--- src/rtl/nbc_pkg.sv ---
// ----------------------------------------------------------------------------
// nbc_pkg
// Types, character constants and helpers for the nested bracket copier.
// ----------------------------------------------------------------------------
package nbc_pkg;

  localparam int CHAR_W = 8;

  localparam logic [CHAR_W-1:0] CH_BACKSLASH = 8'h5C;
  localparam logic [CHAR_W-1:0] CH_NEWLINE   = 8'h0A;
  localparam logic [CHAR_W-1:0] CH_RBRACE    = 8'h7D;
  localparam logic [CHAR_W-1:0] CH_RPAREN    = 8'h29;
  localparam logic [CHAR_W-1:0] CH_RBRACKET  = 8'h5D;
  localparam logic [CHAR_W-1:0] CH_DQUOTE    = 8'h22;
  localparam logic [CHAR_W-1:0] CH_SQUOTE    = 8'h27;
  localparam logic [CHAR_W-1:0] CH_LBRACE    = 8'h7B;
  localparam logic [CHAR_W-1:0] CH_LPAREN    = 8'h28;
  localparam logic [CHAR_W-1:0] CH_LBRACKET  = 8'h5B;

  typedef logic [1:0] closer_code_t;
  localparam closer_code_t CODE_BRACE   = 2'd0;
  localparam closer_code_t CODE_PAREN   = 2'd1;
  localparam closer_code_t CODE_BRACKET = 2'd2;
  localparam closer_code_t CODE_UNUSED  = 2'd3;

  typedef enum logic [0:0] {
    ST_IDLE,
    ST_FLUSH
  } nbc_state_t;

  typedef struct packed {
    logic load_char;
    logic flush_step;
    logic clear;
  } nbc_cmd_t;

  typedef struct packed {
    logic depth_zero;
    logic depth_one;
    logic out_free;
  } nbc_sts_t;

  function automatic logic [CHAR_W-1:0] closer_char(input closer_code_t code);
    logic [CHAR_W-1:0] c;
    unique case (code)
      CODE_BRACE:   c = CH_RBRACE;
      CODE_PAREN:   c = CH_RPAREN;
      CODE_BRACKET: c = CH_RBRACKET;
      CODE_UNUSED:  c = CH_RBRACKET;
      default:      c = CH_RBRACKET;
    endcase
    return c;
  endfunction

  function automatic logic is_ws(input logic [CHAR_W-1:0] c);
    return (c == 8'h20) || (c == 8'h09) || (c == 8'h0A) ||
           (c == 8'h0B) || (c == 8'h0C) || (c == 8'h0D);
  endfunction

endpackage

--- src/rtl/nbc_ctrl.sv ---
// ----------------------------------------------------------------------------
// nbc_ctrl
// Sequencer: accepts words, runs end-of-input flush one level per free cycle.
// ----------------------------------------------------------------------------
module nbc_ctrl (
  input  logic              clk,
  input  logic              rst_n,
  input  logic              in_valid,
  input  logic              in_end_of_input,
  output logic              in_ready,
  input  nbc_pkg::nbc_sts_t sts,
  output nbc_pkg::nbc_cmd_t cmd
);

  nbc_pkg::nbc_state_t state_r, state_nxt;

  always_ff @(posedge clk) begin
    if (!rst_n) begin
      state_r <= nbc_pkg::ST_IDLE;
    end else begin
      state_r <= state_nxt;
    end
  end

  always_comb begin
    state_nxt      = state_r;
    in_ready       = 1'b0;
    cmd.load_char  = 1'b0;
    cmd.flush_step = 1'b0;
    cmd.clear      = 1'b0;
    unique case (state_r)
      nbc_pkg::ST_IDLE: begin
        in_ready = sts.out_free;
        if (in_valid && sts.out_free) begin
          if (!in_end_of_input) begin
            cmd.load_char = 1'b1;
          end else if (sts.depth_zero) begin
            cmd.clear = 1'b1;
          end else begin
            state_nxt = nbc_pkg::ST_FLUSH;
          end
        end
      end
      nbc_pkg::ST_FLUSH: begin
        if (sts.out_free) begin
          cmd.flush_step = 1'b1;
          if (sts.depth_one) begin
            cmd.clear = 1'b1;
            state_nxt = nbc_pkg::ST_IDLE;
          end
        end
      end
      default: state_nxt = nbc_pkg::ST_IDLE;
    endcase
  end

endmodule

--- src/rtl/nbc_dp.sv ---
// ----------------------------------------------------------------------------
// nbc_dp
// Datapath: closer stack, lexical state, config register, output register.
// ----------------------------------------------------------------------------
module nbc_dp #(
  parameter int MAX_NEST = 16
) (
  input  logic                         clk,
  input  logic                         rst_n,
  input  logic                         cfg_wr_en,
  input  logic                         cfg_wr_data,
  input  logic [nbc_pkg::CHAR_W-1:0]   in_ch,
  input  logic                         out_ready,
  output logic                         out_valid,
  output logic [nbc_pkg::CHAR_W-1:0]   out_char,
  output logic                         out_last_of_run,
  output logic                         out_nest_overflow,
  input  nbc_pkg::nbc_cmd_t            cmd,
  output nbc_pkg::nbc_sts_t            sts
);

  localparam int DW = $clog2(MAX_NEST + 1);
  localparam int AW = (MAX_NEST > 1) ? $clog2(MAX_NEST) : 1;

  nbc_pkg::closer_code_t mem [0:(1<<AW)-1];
  nbc_pkg::closer_code_t top_r;

  logic [DW-1:0] depth_r, depth_nxt;
  logic          in_string_r, in_string_nxt;
  logic          squote_r, squote_nxt;
  logic          esc_r, esc_nxt;
  logic          pnl_r, pnl_nxt;
  logic          top_sup_r;

  logic                       out_valid_r, out_valid_nxt;
  logic [nbc_pkg::CHAR_W-1:0] out_char_r, out_char_nxt;
  logic                       out_last_r, out_last_nxt;
  logic                       out_ovf_r, out_ovf_nxt;

  logic                       push;
  nbc_pkg::closer_code_t      push_code;
  logic [DW-1:0]              dm1;
  logic [AW-1:0]              rd_addr;
  logic                       depth_zero;
  logic [nbc_pkg::CHAR_W-1:0] quote_ch;
  logic                       suppress;
  logic                       is_open;

  assign depth_zero     = (depth_r == '0);
  assign sts.depth_zero = depth_zero;
  assign sts.depth_one  = (depth_r == DW'(1));
  assign sts.out_free   = !out_valid_r || out_ready;

  assign quote_ch = squote_r ? nbc_pkg::CH_SQUOTE : nbc_pkg::CH_DQUOTE;
  assign suppress = depth_zero ? top_sup_r : (top_r != nbc_pkg::CODE_BRACE);
  assign is_open  = (in_ch == nbc_pkg::CH_LBRACE) || (in_ch == nbc_pkg::CH_LPAREN) ||
                    (in_ch == nbc_pkg::CH_LBRACKET);

  always_comb begin
    depth_nxt     = depth_r;
    in_string_nxt = in_string_r;
    squote_nxt    = squote_r;
    esc_nxt       = esc_r;
    pnl_nxt       = pnl_r;
    push          = 1'b0;
    push_code     = nbc_pkg::CODE_BRACE;
    out_valid_nxt = out_valid_r && !out_ready;
    out_char_nxt  = out_char_r;
    out_last_nxt  = out_last_r;
    out_ovf_nxt   = out_ovf_r;

    if (cmd.load_char) begin
      out_char_nxt = in_ch;
      out_last_nxt = 1'b1;
      out_ovf_nxt  = 1'b0;
      priority if (in_string_r) begin
        out_valid_nxt = 1'b1;
        if (esc_r) begin
          esc_nxt = 1'b0;
        end else if (in_ch == quote_ch) begin
          in_string_nxt = 1'b0;
          pnl_nxt       = 1'b0;
        end else if (in_ch == nbc_pkg::CH_BACKSLASH) begin
          esc_nxt = 1'b1;
        end
      end else if (!depth_zero && in_ch == nbc_pkg::closer_char(top_r)) begin
        out_valid_nxt = 1'b1;
        depth_nxt     = depth_r - DW'(1);
        pnl_nxt       = 1'b0;
      end else if (suppress && pnl_r && nbc_pkg::is_ws(in_ch)) begin
        pnl_nxt = (in_ch == nbc_pkg::CH_NEWLINE);
      end else begin
        out_valid_nxt = 1'b1;
        pnl_nxt       = (in_ch == nbc_pkg::CH_NEWLINE);
        if (in_ch == nbc_pkg::CH_DQUOTE || in_ch == nbc_pkg::CH_SQUOTE) begin
          in_string_nxt = 1'b1;
          squote_nxt    = (in_ch == nbc_pkg::CH_SQUOTE);
          esc_nxt       = 1'b0;
          pnl_nxt       = 1'b0;
        end else if (is_open) begin
          if (depth_r == DW'(MAX_NEST)) begin
            out_ovf_nxt = 1'b1;
          end else begin
            push      = 1'b1;
            push_code = (in_ch == nbc_pkg::CH_LBRACE) ? nbc_pkg::CODE_BRACE :
                        (in_ch == nbc_pkg::CH_LPAREN) ? nbc_pkg::CODE_PAREN :
                                                        nbc_pkg::CODE_BRACKET;
            depth_nxt = depth_r + DW'(1);
            pnl_nxt   = 1'b0;
          end
        end
      end
    end

    if (cmd.flush_step) begin
      out_valid_nxt = 1'b1;
      out_char_nxt  = nbc_pkg::closer_char(top_r);
      out_last_nxt  = (depth_r == DW'(1));
      out_ovf_nxt   = 1'b0;
      depth_nxt     = depth_r - DW'(1);
    end

    if (cmd.clear) begin
      depth_nxt     = '0;
      in_string_nxt = 1'b0;
      squote_nxt    = 1'b0;
      esc_nxt       = 1'b0;
      pnl_nxt       = 1'b0;
    end
  end

  assign dm1     = depth_nxt - DW'(1);
  assign rd_addr = dm1[AW-1:0];

  // top_r mirrors the entry below depth; bypass on push
  always_ff @(posedge clk) begin
    if (push) begin
      mem[depth_r[AW-1:0]] <= push_code;
      top_r                <= push_code;
    end else begin
      top_r <= mem[rd_addr];
    end
  end

  always_ff @(posedge clk) begin
    if (!rst_n) begin
      depth_r     <= '0;
      in_string_r <= 1'b0;
      squote_r    <= 1'b0;
      esc_r       <= 1'b0;
      pnl_r       <= 1'b0;
      top_sup_r   <= 1'b0;
      out_valid_r <= 1'b0;
    end else begin
      depth_r     <= depth_nxt;
      in_string_r <= in_string_nxt;
      squote_r    <= squote_nxt;
      esc_r       <= esc_nxt;
      pnl_r       <= pnl_nxt;
      out_valid_r <= out_valid_nxt;
      if (cfg_wr_en) begin
        top_sup_r <= cfg_wr_data;
      end
    end
  end

  always_ff @(posedge clk) begin
    out_char_r <= out_char_nxt;
    out_last_r <= out_last_nxt;
    out_ovf_r  <= out_ovf_nxt;
  end

  assign out_valid         = out_valid_r;
  assign out_char          = out_char_r;
  assign out_last_of_run   = out_last_r;
  assign out_nest_overflow = out_ovf_r;

  a_depth_bound: assert property (@(posedge clk) disable iff (!rst_n)
    depth_r <= DW'(MAX_NEST))
    else $error("nesting depth beyond stack size");

  a_flush_nonempty: assert property (@(posedge clk) disable iff (!rst_n)
    cmd.flush_step |-> !depth_zero)
    else $error("flush step with empty stack");

  a_clear_state: assert property (@(posedge clk) disable iff (!rst_n)
    cmd.clear |=> (depth_r == '0) && !in_string_r && !esc_r && !pnl_r)
    else $error("state not cleared at end of stream");

  a_ovf_full: assert property (@(posedge clk) disable iff (!rst_n)
    (cmd.load_char && out_ovf_nxt) |-> (depth_r == DW'(MAX_NEST)))
    else $error("overflow flagged with room on stack");

endmodule

--- src/rtl/nested_bracket_copier_unit.sv ---
// ----------------------------------------------------------------------------
// nested_bracket_copier_unit
// Copies a character stream, tracks bracket nesting and strings, flushes
// the closers of open levels at end of stream.
// ----------------------------------------------------------------------------
// A character word is written to the output register when it is accepted.
// Throughput: one character per cycle while the output side takes words.
// End of stream: after the accept, one closer per open level is emitted,
//   innermost closer first; no new input is taken until the flush is done.
// Reset: synchronous, active low; clears nesting and string state and sets
//   top_suppress to 0. The closer stack memory is not cleared.
module nested_bracket_copier_unit #(
  parameter int MAX_NEST = 16
) (
  input  logic                       clk,
  input  logic                       rst_n,
  input  logic                       cfg_wr_en,
  input  logic                       cfg_wr_data,
  input  logic                       in_valid,
  output logic                       in_ready,
  input  logic [nbc_pkg::CHAR_W-1:0] in_ch,
  input  logic                       in_end_of_input,
  output logic                       out_valid,
  input  logic                       out_ready,
  output logic [nbc_pkg::CHAR_W-1:0] out_char,
  output logic                       out_last_of_run,
  output logic                       out_nest_overflow
);

  nbc_pkg::nbc_cmd_t cmd;
  nbc_pkg::nbc_sts_t sts;

  nbc_ctrl u_ctrl (
    .clk             (clk),
    .rst_n           (rst_n),
    .in_valid        (in_valid),
    .in_end_of_input (in_end_of_input),
    .in_ready        (in_ready),
    .sts             (sts),
    .cmd             (cmd)
  );

  nbc_dp #(
    .MAX_NEST (MAX_NEST)
  ) u_dp (
    .clk               (clk),
    .rst_n             (rst_n),
    .cfg_wr_en         (cfg_wr_en),
    .cfg_wr_data       (cfg_wr_data),
    .in_ch             (in_ch),
    .out_ready         (out_ready),
    .out_valid         (out_valid),
    .out_char          (out_char),
    .out_last_of_run   (out_last_of_run),
    .out_nest_overflow (out_nest_overflow),
    .cmd               (cmd),
    .sts               (sts)
  );

endmodule
--- config.mk ---
export PLATFORM = sky130hd
export DESIGN_NAME = nested_bracket_copier_unit
export DESIGN_NICKNAME = d
export VERILOG_FILES = /design/src/rtl/nbc_pkg.sv /design/src/rtl/nbc_ctrl.sv /design/src/rtl/nbc_dp.sv /design/src/rtl/nested_bracket_copier_unit.sv
export SDC_FILE = /design/constraint.sdc
export NUM_CORES = 1
export LEC_CHECK = 0
export BUFFER_PORTS_ARGS = -buffer_cell sky130_fd_sc_hd__buf_2
export CAP_MARGIN = 10
export CORE_ASPECT_RATIO = 1.4
export CORE_MARGIN = 2
export CORE_UTILIZATION = 25
export DETAILED_ROUTE_END_ITERATION = 10
export PLACE_DENSITY = 0.41
export SLEW_MARGIN = 10
export SYNTH_ARGS = -nofsm -noshare
export SYNTH_HDL_FRONTEND = slang
export SYNTH_SLANG_ARGS = --single-unit
--- constraint.sdc ---
create_clock -name clk -period 5.45 [get_ports clk]
set_input_delay 0.8175 -clock clk [delete_from_list [all_inputs] [get_ports clk]]
set_output_delay 0.8175 -clock clk [all_outputs]
set_load 0.02 [all_outputs]
==> results.txt <==
----------------------------------------------------
[Critical path]
  Origin of the critical flop-to-flop path ... u_dp.depth_r[0]$_SDFF_PN0_
  Largest stage delay, worst path ... roughly 750 ps
  Crit Path Class ... input pin to flop
  Critical Path, Cell by Cell ... buf_2 > nor2b_1 > nand4_1 > a211oi_1 > nor2b_1 > o21ai_0 > nor2b_1
  Startpoint type of the worst setup path ... input pin
  Count of cells along the worst register-to-register path ... 7
  Critical path capture point type ... flop
  Kind of cell adding the most delay to the critical path ... simple AND/OR/NAND/NOR gates
  Req. time, crit path ... between 5000 and 6000 ps
  Buffer and inverter count on the worst path ... 1
  CP dominant cell by count ... sky130_fd_sc_hd__nor2b_1
  Critical register-to-register path endpoint ... u_dp.mem[3][1]$_DFFE_PP_
  Worst path arrival time ... about 3200 ps
  Register-to-register setup slack ... approximately 2300 ps
  CP Max Fanout ... 16
  CP max stage cell ... sky130_fd_sc_hd__nor2b_1

[Synthesis]
  Dominant cell type by area after synthesis ... sky130_fd_sc_hd__edfxtp_1
  Leading register cell type out of synthesis ... sky130_fd_sc_hd__edfxtp_1
  Number of enable-type register cells in the synthesized netlist ... about 40
  Seq/Total Area, Yosys ... 50.8%
  Share of the synthesized area in the top cell type ... 39.8%
  Synthesized net count ... just over 300
  Number of flip-flops and latches in the synthesized netlist ... between 50 and 60
  Async set-reset flop share out of synthesis ... 0%
  Synth Area per Inst ... 10.8 sq um
  Library cells used by synthesis ... 57
  Top post-synthesis cells by area ... sky130_fd_sc_hd__edfxtp_1 (40%), sky130_fd_sc_hd__dfxtp_1 (11%), sky130_fd_sc_hd__nor2_1 (5.9%)
  Post-Synthesis Cells ... ~290
  Post-Synthesis Cell Area ... ~3100 sq um
  Yosys warning count ... 0

[Power]
  Power per Cell Area ... about 300 nW/um^2
  Internal portion of total power ... between 800 and 900 uW
  Total design power ... approximately 1.1 mW
  Maximum vdd ir drop ... between 0.1 and 0.15 mV
  Share of total power in combinational logic ... under 10%
  Clock group share of total power ... between 50% and 60%
  Leakage power total ... 1.38 nW
  Net switching fraction of the power ... a little over a fifth
  Net switching component of the power ... roughly 230 uW
  Sequential cell fraction of total power ... ~44%

[CTS]
  CTS Buffer Depth ... 2
  Latest clock arrival within the worst-skew pair ... between 300 and 400 ps
  H-tree depth reported by CTS ... 3
  Sink count of the clock tree ... 58
  Clock root buffer ... sky130_fd_sc_hd__clkbuf_16
  Total of hold buffers inserted after clock tree synthesis ... 0
  Buffers inserted by post-CTS timing repair ... 0
  TritonCTS clock tree ... yes
  Clock-pin slew on the worst setup and hold paths ... around 50 ps
  TritonCTS Buffers ... 9
  Count of cells resized by post-cts repair ... 0

[Timing]
  Final worst clock skew ... slightly below 8 ps
  Hold violation total from the final report ... 0
  Final hold slack ... slightly below 500 ps
  Minimum period implied by the final worst setup slack ... around 3200 ps
  Setup_tns ... 0 ps
  Final period utilization ... 58.9%
  Total of endpoints with negative setup slack in the final report ... 0
  Max_slew headroom ... between 30 and 40%
  Post-layout worst setup margin ... 2240 ps
  Pin slew with the least headroom to its limit ... approximately 930 ps
  Peak Freq ... between 300 and 400 MHz
  Number of max-slew violations in the final report ... 0
  Setup repair after global routing missed its margin ... no

[Floorplanning]
  Core outline area ... between 10000 and 15000 sq um
  Number of core rows ... between 40 and 50
  Die boundary height ... roughly 140 microns
  Initial cell density of the core ... between 20% and 30%
  Number of placed I/O pins ... 27
  X dimension of the die ... a little under 100 microns
  DIE AREA ... around 13000 sq um

[Drt]
  Post-DR wirelength/cell ... approximately 16 microns
  Via count ... about 2200
  Antenna Nets Post-Route ... 0
  Drt drc ... 0
  Vias per inst ... between 4 and 5
  Number of iterations in the first detailed-routing pass ... 4
  First-iteration detailed-routing DRC count ... 160
  WL final ... between 7000 and 8000 microns

[Hold path]
  Worst min-delay path endpoint ... u_dp.squote_r$_SDFFE_PP0P_
  Worst min-delay path category ... flop to flop
  Cell depth of the worst hold path ... 2
  Hold path start ... u_dp.squote_r$_SDFFE_PP0P_

[Cells and area]
  Final design instance area without fill ... 3610 sq um
  Layout cell share with drive strength beyond 1 ... approximately 18%
  Area added between synthesis and finish ... 16.7%
  Final non-filler cell total ... roughly 460
  NumNets Final ... 330
  Number of antenna repair diodes ... 0
  Final core area utilization ... approximately 30%
  Most frequent cells in the layout ... sky130_fd_sc_hd__nor2_1 (49), sky130_fd_sc_hd__edfxtp_1 (41), sky130_fd_sc_hd__buf_2 (26), sky130_fd_sc_hd__nand2_1 (18), sky130_fd_sc_hd__dfxtp_1 (17)
  Most common library cell in the layout ignoring fill and taps ... sky130_fd_sc_hd__nor2_1

[Global routing]
  Global route total overflow ... 0
  Gr usage total ... between 10% and 20%
  Initial antenna violation count ... 0
  Vias in the first global route ... about 2200
  Pin count of the biggest net entering global routing ... 17
  Wire length of the first global-routing pass ... 12200 microns

[Placed design]
  Cell count after placement ... between 400 and 500
  Port-buffer cells ... 26
  Final RePlAce weighted congestion ... 0.734
  DP HPWL ... approximately 5700 microns
  Dpl cell area ... approximately 3300 sq um
  Setup slack after placement ... between 1500 and 2000 ps

[Status]
  Status ... completed

[Flow run]
  Number of maximum-capacitance violations ... 0

----------------------------------------------------
==> layer usage <==
layer  track usage, %  vias up  share of wire, %
li1                 -     1106                 -
met1             13.4     1042                42
met2             22.1       29                53
met3             2.94        9               3.0
met4             5.56        0               1.9
met5                0        -                 0
==> worst max-delay path by stage <==
stage | startpoint | endpoint | slack, ps | cells after the start
2_1_floorplan | in_ch[2] | u_dp.mem[0][1]$_DFFE_PP_ | 2530 | 8
3_3_place_gp | in_ch[2] | u_dp.mem[6][0]$_DFFE_PP_ | 1980 | 7
3_5_place_dp | in_ch[2] | u_dp.mem[6][1]$_DFFE_PP_ | 1900 | 7
4_1_cts | u_dp.depth_r[0]$_SDFF_PN0_ | u_dp.mem[3][1]$_DFFE_PP_ | 2220 | 7
5_1_grt | in_ch[2] | u_dp.mem[3][1]$_DFFE_PP_ | 1900 | 7
6_report | in_ch[2] | u_dp.mem[3][1]$_DFFE_PP_ | 2240 | 7
==> layout make-up <==
type	instances	area (sq um)
Multi-Input combinational cell	206	1390
Inverter	8	30.0
Clock buffer	15	289
Clock inverter	1	7.51
Timing Repair Buffer	26	130
Sequential cell	58	1570
Fill cell	1271	8580
Tap cell	150	188
==> power by group through the flow <==
stage / combinational, mW / sequential [mW] / clock (mW)
2_1_floorplan: 0.0352 / 0.489 / 0
3_3_place_gp: 0.0546 / 0.487 / 0
3_5_place_dp: 0.0544 / 0.487 / 0
4_1_cts: 0.0546 / 0.478 / 0.561
5_1_grt: 0.0599 / 0.479 / 0.582
6_report: 0.0541 / 0.478 / 0.550
==> state kept, by name, indices dropped and copies added (netlist names), named ones only <==
| register | cells |
|---|---|
| u_dp.out_last_of_run | 1 |
| u_dp.depth_r | 5 |
| u_dp.out_valid | 1 |
| u_dp.pnl_r | 1 |
| u_dp.in_string_r | 1 |
| u_dp.top_sup_r | 1 |
| u_dp.squote_r | 1 |
| u_dp.out_char | 8 |
| u_dp.out_nest_overflow | 1 |
| u_ctrl.state_r | 1 |
| u_dp.mem | 32 |
| u_dp.esc_r | 1 |
==> synthesized netlist by cell type, types with 7 or more instances <==
master	instances
sky130_fd_sc_hd__nor2_1	49
sky130_fd_sc_hd__edfxtp_1	41
sky130_fd_sc_hd__nand2_1	18
sky130_fd_sc_hd__dfxtp_1	17
sky130_fd_sc_hd__a21oi_1	13
sky130_fd_sc_hd__o21ai_0	13
sky130_fd_sc_hd__inv_1	8
sky130_fd_sc_hd__nand2b_1	8
sky130_fd_sc_hd__nand3_1	7
==> kinds of logic (layout without fill, tap and decap cells) <==
logic type	after synthesis	in the layout	synth area share, %
AO/OA/AOI/OAI	57	57	12.8
multiplexers	15	15	8.74
adder cells (fa/ha/maj)	6	6	2.43
buffers and inverters	22	50	4.13
flip-flops	58	58	50.8
XOR/XNOR	3	3	0.850
AND/OR/NAND/NOR	125	125	20.2
==> tightest hold or removal path, stage by stage (launching register included) <==
cell                      delay, ps
sky130_fd_sc_hd__dfxtp_1        320
sky130_fd_sc_hd__o31ai_1         70
sky130_fd_sc_hd__a21oi_1         60
Power figures use the tool's default switching activity.
